**src/sv/m4cm_pkg.sv**
```systemverilog
// ----------------------------------------------------------------------------
// m4cm_pkg
// Types and constants shared by the 4x4 column multiplier.
// ----------------------------------------------------------------------------
package m4cm_pkg;

	localparam int NUM_ROWS = 4;
	localparam int NUM_COLS = 4;
	localparam int COL_W    = 2;
	localparam int ELEM_W   = 32;
	localparam int PROD_W   = 2 * ELEM_W;
	// four products summed exactly need two more bits
	localparam int ACC_W    = PROD_W + 2;

	localparam logic KIND_LOAD = 1'b0;
	localparam logic KIND_MUL  = 1'b1;

	localparam logic [ELEM_W-1:0] SAT_MAX = {1'b0, {(ELEM_W-1){1'b1}}};
	localparam logic [ELEM_W-1:0] SAT_MIN = {1'b1, {(ELEM_W-1){1'b0}}};

	typedef logic [COL_W-1:0] col_t;

	// one word as it travels down the chain of cells
	typedef struct packed {
		logic                           kind;
		col_t                           col;
		logic [NUM_ROWS-1:0][ELEM_W-1:0] b;
		logic [NUM_ROWS-1:0][ACC_W-1:0]  acc;
	} word_t;

endpackage

```
**src/sv/m4cm_rsp_if.sv**
```systemverilog
// ----------------------------------------------------------------------------
// m4cm_rsp_if
// Output channel: one product column with its saturation flag.
// ----------------------------------------------------------------------------
interface m4cm_rsp_if;
	logic               valid;
	logic               ready;
	logic [1:0]         result_column;
	logic signed [31:0] res0;
	logic signed [31:0] res1;
	logic signed [31:0] res2;
	logic signed [31:0] res3;
	logic               saturated;

	modport source (
		output valid, result_column, res0, res1, res2, res3, saturated,
		input  ready
	);
	modport sink (
		input  valid, result_column, res0, res1, res2, res3, saturated,
		output ready
	);
endinterface

```
**src/sv/m4cm_sat.sv**
```systemverilog
// ----------------------------------------------------------------------------
// m4cm_sat
// Output register: shifts the exact row sums down, saturates to 32 bits and
// presents the product column.
// ----------------------------------------------------------------------------
module m4cm_sat #(
	parameter int FracBits = 16
) (
	input  logic            clk,
	input  logic            arst_n,
	input  logic            in_valid,
	output logic            in_ready,
	input  m4cm_pkg::word_t in_word,
	m4cm_rsp_if.source      rsp
);

	logic signed [m4cm_pkg::ACC_W-1:0]  shifted [m4cm_pkg::NUM_ROWS];
	logic [m4cm_pkg::ELEM_W-1:0]         clip    [m4cm_pkg::NUM_ROWS];
	logic [m4cm_pkg::NUM_ROWS-1:0]       over;
	logic                                valid_q;
	m4cm_pkg::col_t                      col_q;
	logic [m4cm_pkg::ELEM_W-1:0]         res_q   [m4cm_pkg::NUM_ROWS];
	logic                                sat_q;

	localparam int HiW = m4cm_pkg::ACC_W - m4cm_pkg::ELEM_W + 1;

	// floor shift, then clip each row to the 32-bit range
	always_comb begin
		for (int r = 0; r < m4cm_pkg::NUM_ROWS; r++) begin
			shifted[r] = $signed(in_word.acc[r]) >>> FracBits;
			over[r]    = !((&shifted[r][m4cm_pkg::ACC_W-1 -: HiW]) ||
			               !(|shifted[r][m4cm_pkg::ACC_W-1 -: HiW]));
			if (!over[r]) begin
				clip[r] = shifted[r][m4cm_pkg::ELEM_W-1:0];
			end else if (shifted[r][m4cm_pkg::ACC_W-1]) begin
				clip[r] = m4cm_pkg::SAT_MIN;
			end else begin
				clip[r] = m4cm_pkg::SAT_MAX;
			end
		end
	end

	assign in_ready = !valid_q || rsp.ready;

	always_ff @(posedge clk or negedge arst_n) begin
		if (!arst_n) begin
			valid_q <= 1'b0;
		end else if (in_ready) begin
			valid_q <= in_valid;
		end
	end

	// hold the result until the receiver takes it
	always_ff @(posedge clk) begin
		if (in_ready) begin
			col_q <= in_word.col;
			sat_q <= |over;
			for (int r = 0; r < m4cm_pkg::NUM_ROWS; r++) begin
				res_q[r] <= clip[r];
			end
		end
	end

	assign rsp.valid         = valid_q;
	assign rsp.result_column = col_q;
	assign rsp.res0          = res_q[0];
	assign rsp.res1          = res_q[1];
	assign rsp.res2          = res_q[2];
	assign rsp.res3          = res_q[3];
	assign rsp.saturated     = sat_q;

	// only multiply words reach the output
	a_only_mul: assert property (@(posedge clk) disable iff (!arst_n)
		in_valid |-> in_word.kind == m4cm_pkg::KIND_MUL)
		else $error("load word reached output stage");

	// a set flag means some row sits at a range limit
	a_sat_flag: assert property (@(posedge clk) disable iff (!arst_n)
		rsp.valid && rsp.saturated |->
			res_q[0] == m4cm_pkg::SAT_MAX || res_q[0] == m4cm_pkg::SAT_MIN ||
			res_q[1] == m4cm_pkg::SAT_MAX || res_q[1] == m4cm_pkg::SAT_MIN ||
			res_q[2] == m4cm_pkg::SAT_MAX || res_q[2] == m4cm_pkg::SAT_MIN ||
			res_q[3] == m4cm_pkg::SAT_MAX || res_q[3] == m4cm_pkg::SAT_MIN)
		else $error("saturation flag without clipped row");

endmodule
```
**src/flat_wrapper.sv**
```systemverilog
// flat-port wrapper written by rule: the top's interface ports become plain ports
module m4cm_sat_flat 
#(
	parameter int FracBits = 16
)
  (clk, arst_n, in_valid, in_ready, in_word, rsp_valid, rsp_result_column, rsp_res0, rsp_res1, rsp_res2, rsp_res3, rsp_saturated, rsp_ready);
  m4cm_rsp_if rsp_i ();
  input  logic clk;
  input  logic arst_n;
  input  logic in_valid;
  output logic in_ready;
  input  m4cm_pkg::word_t in_word;
  output wire logic [$bits(rsp_i.valid)-1:0] rsp_valid;
  output wire logic [$bits(rsp_i.result_column)-1:0] rsp_result_column;
  output wire logic [$bits(rsp_i.res0)-1:0] rsp_res0;
  output wire logic [$bits(rsp_i.res1)-1:0] rsp_res1;
  output wire logic [$bits(rsp_i.res2)-1:0] rsp_res2;
  output wire logic [$bits(rsp_i.res3)-1:0] rsp_res3;
  output wire logic [$bits(rsp_i.saturated)-1:0] rsp_saturated;
  input wire logic [$bits(rsp_i.ready)-1:0] rsp_ready;
  assign rsp_valid = rsp_i.valid;
  assign rsp_result_column = rsp_i.result_column;
  assign rsp_res0 = rsp_i.res0;
  assign rsp_res1 = rsp_i.res1;
  assign rsp_res2 = rsp_i.res2;
  assign rsp_res3 = rsp_i.res3;
  assign rsp_saturated = rsp_i.saturated;
  assign rsp_i.ready = rsp_ready;
  m4cm_sat #(.FracBits(FracBits)) u_core (.clk(clk), .arst_n(arst_n), .in_valid(in_valid), .in_ready(in_ready), .in_word(in_word), .rsp(rsp_i));
endmodule
```
**config.mk**
```make
export PLATFORM = sky130hd
export DESIGN_NAME = m4cm_sat_flat
export DESIGN_NICKNAME = d
export VERILOG_FILES = /design/src/sv/m4cm_pkg.sv /design/src/sv/m4cm_rsp_if.sv /design/src/sv/m4cm_sat.sv /design/src/flat_wrapper.sv
export SDC_FILE = /design/constraint.sdc
export NUM_CORES = 1
export LEC_CHECK = 0
export ABC_AREA = 1
export BUFFER_PORTS_ARGS = -buffer_cell sky130_fd_sc_hd__clkbuf_2
export CAP_MARGIN = 15
export CORE_AREA = 2 2 210 212
export CTS_CLUSTER_DIAMETER = 80
export DETAILED_ROUTE_END_ITERATION = 10
export DIE_AREA = 0 0 212 214
export GPL_TIMING_DRIVEN = 0
export SKIP_CTS_REPAIR_TIMING = 1
export SKIP_LAST_GASP = 1
export SYNTH_ARGS = -nofsm -noshare
export SYNTH_HDL_FRONTEND = slang
export SYNTH_SLANG_ARGS = --single-unit
```
**constraint.sdc**
```tcl
create_clock -name clk -period 4.55 [get_ports clk]
set_clock_uncertainty 0.05 [all_clocks]
set_input_delay 0.2275 -clock clk [delete_from_list [all_inputs] [get_ports clk]]
set_output_delay 0.2275 -clock clk [all_outputs]
set_load 0.02 [all_outputs]
```
# Word-level counts from Yosys, hierarchy flattened
# Memories as Yosys holds them, arrays and structs flattened.
# Cells that the tools add are included.
# classes
muxes,10
reduce_logical,23
# op_table
operator,count
32-bit 2-to-1 mux,8
19-bit AND reduction,4
19-bit OR reduction,4
1-bit zero test,9
1-bit logical OR,5
4-bit OR reduction,1
1-bit 2-to-1 mux,2
# word_totals
register_bits,4
ramBits,128
elab_cells,37
memories,1
# mem_list
memory,depth,word_bits,read_ports,rd_clocked_by_memory_dff,wr,line_no,source
u_core.res_q,4,32,4,0,4,m4cm_sat.sv:22,logic [m4cm_pkg::ELEM_W-1:0] res_q [m4cm_pkg::NUM_ROWS];

# Longest topological paths before layout
# logic_depth
depth_word,5
ltp_mapped,9
ltp_nobuf,9

# Worst setup path after synthesis
# OpenSTA, ideal clock, no wires.
# synth_path
path_type,register to register
startpoint,reg u_core.valid_q (netlist: u_core.rsp.valid)
endpoint,mem u_core.res_q[0][0] (netlist bit) (enable)
setup_time_ps,1182
arrival_ps,2729
setup_slack_ps,589
path_stages_with_launch,2
path_buffers,0
period_less_slack_ps,3961
path_cell_list,dfrtp_1 -> nand2_1
# synth_rtl
element,line_no,source
"start, declared",m4cm_sat.sv:20,logic valid_q;
"start signal, assigned",m4cm_sat.sv:49,valid_q <= in_valid;
"end, declared",m4cm_sat.sv:22,

# Worst setup path after layout
# layout_path
startpoint,reg u_core.valid_q (netlist: u_core.rsp.valid)
endpoint,out in_ready
# layout_between
elab_chain_len,2
# layout_rtl
element,line_no,source
1-bit zero test,m4cm_sat.sv:43,assign in_ready = !valid_q || rsp.ready;
1-bit logical OR,m4cm_sat.sv:43,
"end, declared",flat_wrapper.sv:11,output logic in_ready;
# No other way between the ends.

==> flow_summary.json <==
{
  "status": "finished with violations",
  "violations": "negative hold slack",
  "final_util_pct": 22.0,
  "arrival_ns": 1.87,
  "drtIter0Drc": 264,
  "hp-class": "in -> reg",
  "netlist_area_um2": 5760,
  "grt_max_degree": 61,
  "ios": 532,
  "cp_slowest_cell": "dfrtp_1",
  "via_per_inst": 3.49,
  "whs_ns": -0.00428,
  "hold_viol": 1,
  "rsz0062_at_grt": "no",
  "core_area_um2": 42900,
  "setup_viol": 0,
  "worst-path-stages": 3,
  "crit_family": "buffers and inverters",
  "seq_area_frac_synth_pct": 68.7,
  "synth-seq-cells": 132,
  "dr.pass1.iters": 4,
  "dp.cells": 1472,
  "relSlewSlack_pct": 66.1,
  "drtAntennaViolNets": 0,
  "worstHoldPathCells": 3,
  "clock_latency_ns": 0.44,
  "antenna_found_initial": 6,
  "grt_pass1_vias": 5360,
  "crit_path_max_fanout": 60,
  "fillers": 4654,
  "power.density_nw_per_um2": 364,
  "synth_top_family_by_area": "simple AND/OR/NAND/NOR gates",
  "finalCritPeriodShare_pct": 47.1,
  "synth_xor_area_share_pct": 0,
  "ir_drop_mv": 0.223,
  "slowest_delay_ns": 0.40,
  "grt_pass1_wl_um": 31600,
  "vias": 5441,
  "path_buf_inv": 2,
  "layout-drive-gt1-share_pct": 41.6,
  "hpwlAfterDp_um": 17800,
  "use_met1_pct": 11.3,
  "cts_tree": "done",
  "critical_path_required_ns": 4.27,
  "clock_sinks": 132,
  "die-area_um2": 45400,
  "grt.total_usage_pct": 9.74,
  "worst_pin_slew_ns": 0.509,
  "use_met2_pct": 14.9,
  "synth.area.top_cells": "edfxtp_1 68%, nand2_1 19%, nor2_1 3.6%",
  "cts_buffers": 17,
  "h-tree-depth": 4,
  "synth_area_per_cell_um2": 10.5,
  "synthAdderAreaFrac_pct": 0,
  "clk_pin_slew_ns": 0.06,
  "grt_busiest_layer": "met2",
  "drc": 0,
  "area_delta_synth_final_pct": 63.4,
  "period_needed_ns": 2.14,
  "die_w_um": 212,
  "yosysTopAreaCellShare_pct": 68.3,
  "gp_congestion": 0.830,
  "synth_area_leader_cell": "edfxtp_1",
  "cp-start-kind": "register",
  "die_h_um": 214,
  "max_freq_mhz": 467,
  "p_leak_nw": 4.21,
  "globalRouteMet3Util_pct": 4.81,
  "crit_path_end_kind": "output pin",
  "synth_compound_area_share_pct": 0,
  "syn-num-nets": 946,
  "root_buffer": "clkbuf_16",
  "port_buffers": 338,
  "overflow": 0,
  "yosys_warnings": 0,
  "r2r_cells": 2,
  "path_cells": "nand2_4, buf_16, clkbuf_2",
  "yosysUniqueCellTypes": 20,
  "syn_inst": 547,
  "synth.area.mux_share_pct": 0,
  "clock_path_buffers": 2,
  "initial_core_util_pct": 13.4,
  "num-nets-final": 1359,
  "rows": 76,
  "synthSimpleGateAreaFrac_pct": 26.5,
  "wl_per_cell_um": 14.5,
  "drv_cap": 0,
  "wl_um": 22600,
  "criticalPathCategory": "reg -> out",
  "fin_cells": 1559,
  "drv_slew": 0
}
logic make-up after synthesis:
group / count (synthesis)
buf+inv: 35
flops: 132
simple gates: 380
routing by layer:
metal  part of all wire [%]  up-vias  wire length [um]
met1                     43     2478              9660
met4                    2.9       10               651
met3                     10       47              2360
met5                   0.30        -                67
li1                       -     2628                 -
met2                     44      278              9850
state kept, by name, indices dropped and copies added (netlist names):
register	cells
u_core.rsp.result_column	2
u_core.rsp.saturated	1
u_core.rsp.valid	1
u_core.res_q	128
worst paths after layout:
check	to	start	slack [ns]
max	in_ready	u_core.rsp.valid$_DFFE_PN0P_	2.41
min	u_core.res_q[1][15]$_DFFE_PP_	in_word[97]	-0.004
max reg2reg	u_core.res_q[3][8]$_DFFE_PP_	u_core.rsp.valid$_DFFE_PN0P_	2.97
min reg2reg	u_core.rsp.valid$_DFFE_PN0P_	u_core.rsp.valid$_DFFE_PN0P_	0.81
max in group asynchronous	u_core.rsp.valid$_DFFE_PN0P_	arst_n	4.29
min in group asynchronous	u_core.rsp.valid$_DFFE_PN0P_	arst_n	0.07
cell usage in the layout, fill, tap and decap left out, types with 4 or more instances in the layout:
cell type      count
clkbuf_2         338
buf_6             15
nand3_1            6
clkbuf_16         17
dlygate4sd3_1     55
edfxtp_1         131
nand2_1          293
inv_1              7
or2_1              6
nor2_1            55
bufinv_16          4
buf_4              6
inv_6              5
nand4_1            8
cell usage after synthesis, drive strengths merged:
cell / instances
nor2: 56
dfrtp: 1
nand2: 297
edfxtp: 131
clkbuf: 3
or2: 6
dlygate4sd3: 1
nand3: 9
nor3: 1
inv: 7
nand4: 8
buf: 24
nand3b: 3
report_power, final:
group / internal (mW) / switching [mW] / total (mW)
Combinational: 0.182 / 0.283 / 0.464
Sequential: 1.44 / 0.0253 / 1.46
Clock: 0.920 / 0.576 / 1.50
Total: 2.54 / 0.884 / 3.42
worst reg2reg max path: cells and delay by family, from the launching register on:
kind	cells	cell delay, ns
and+or+nand+nor	1	0.38
DFF	1	0.40
buffers and inverters	1	0.34
metrics by stage:
| stage | power [mW] | hold slack (ns) | setup TNS [ns] | setup WS (ns) | area, um^2 |
|---|---|---|---|---|---|
| 6_report | 3.42 | -0.00428 | 0 | 2.41 | 9420 |
| 5_1_grt | 3.57 | 0.000837 | 0 | 2.26 | 9420 |
| 4_1_cts | 3.46 | -0.534 | 0 | 2.29 | 8870 |
| 3_5_place_dp | 1.92 | -0.0293 | 0 | 2.81 | 8250 |
| 3_3_place_gp | 1.93 | -0.0265 | -128.62 | -1.20 | 8190 |
| 2_1_floorplan | 1.69 | -0.118 | 0 | 0.589 | 5760 |
layout make-up:
cell class                      instances  area [um^2]  share of cell area [%]
Multi-Input combinational cell        380         1540                    16.3
Clock inverter                         15          200                    2.13
Timing Repair Buffer                  394         2290                    24.3
Sequential cell                       132         3960                    42.0
Inverter                                7         26.3                   0.279
Buffer                                 28          250                    2.66
Clock buffer                           17          425                    4.52
Tap cell                              585          732                    7.77
Antenna cell                            1         2.50                  0.0266
No activity file was read; power rests on OpenSTA's default activity.
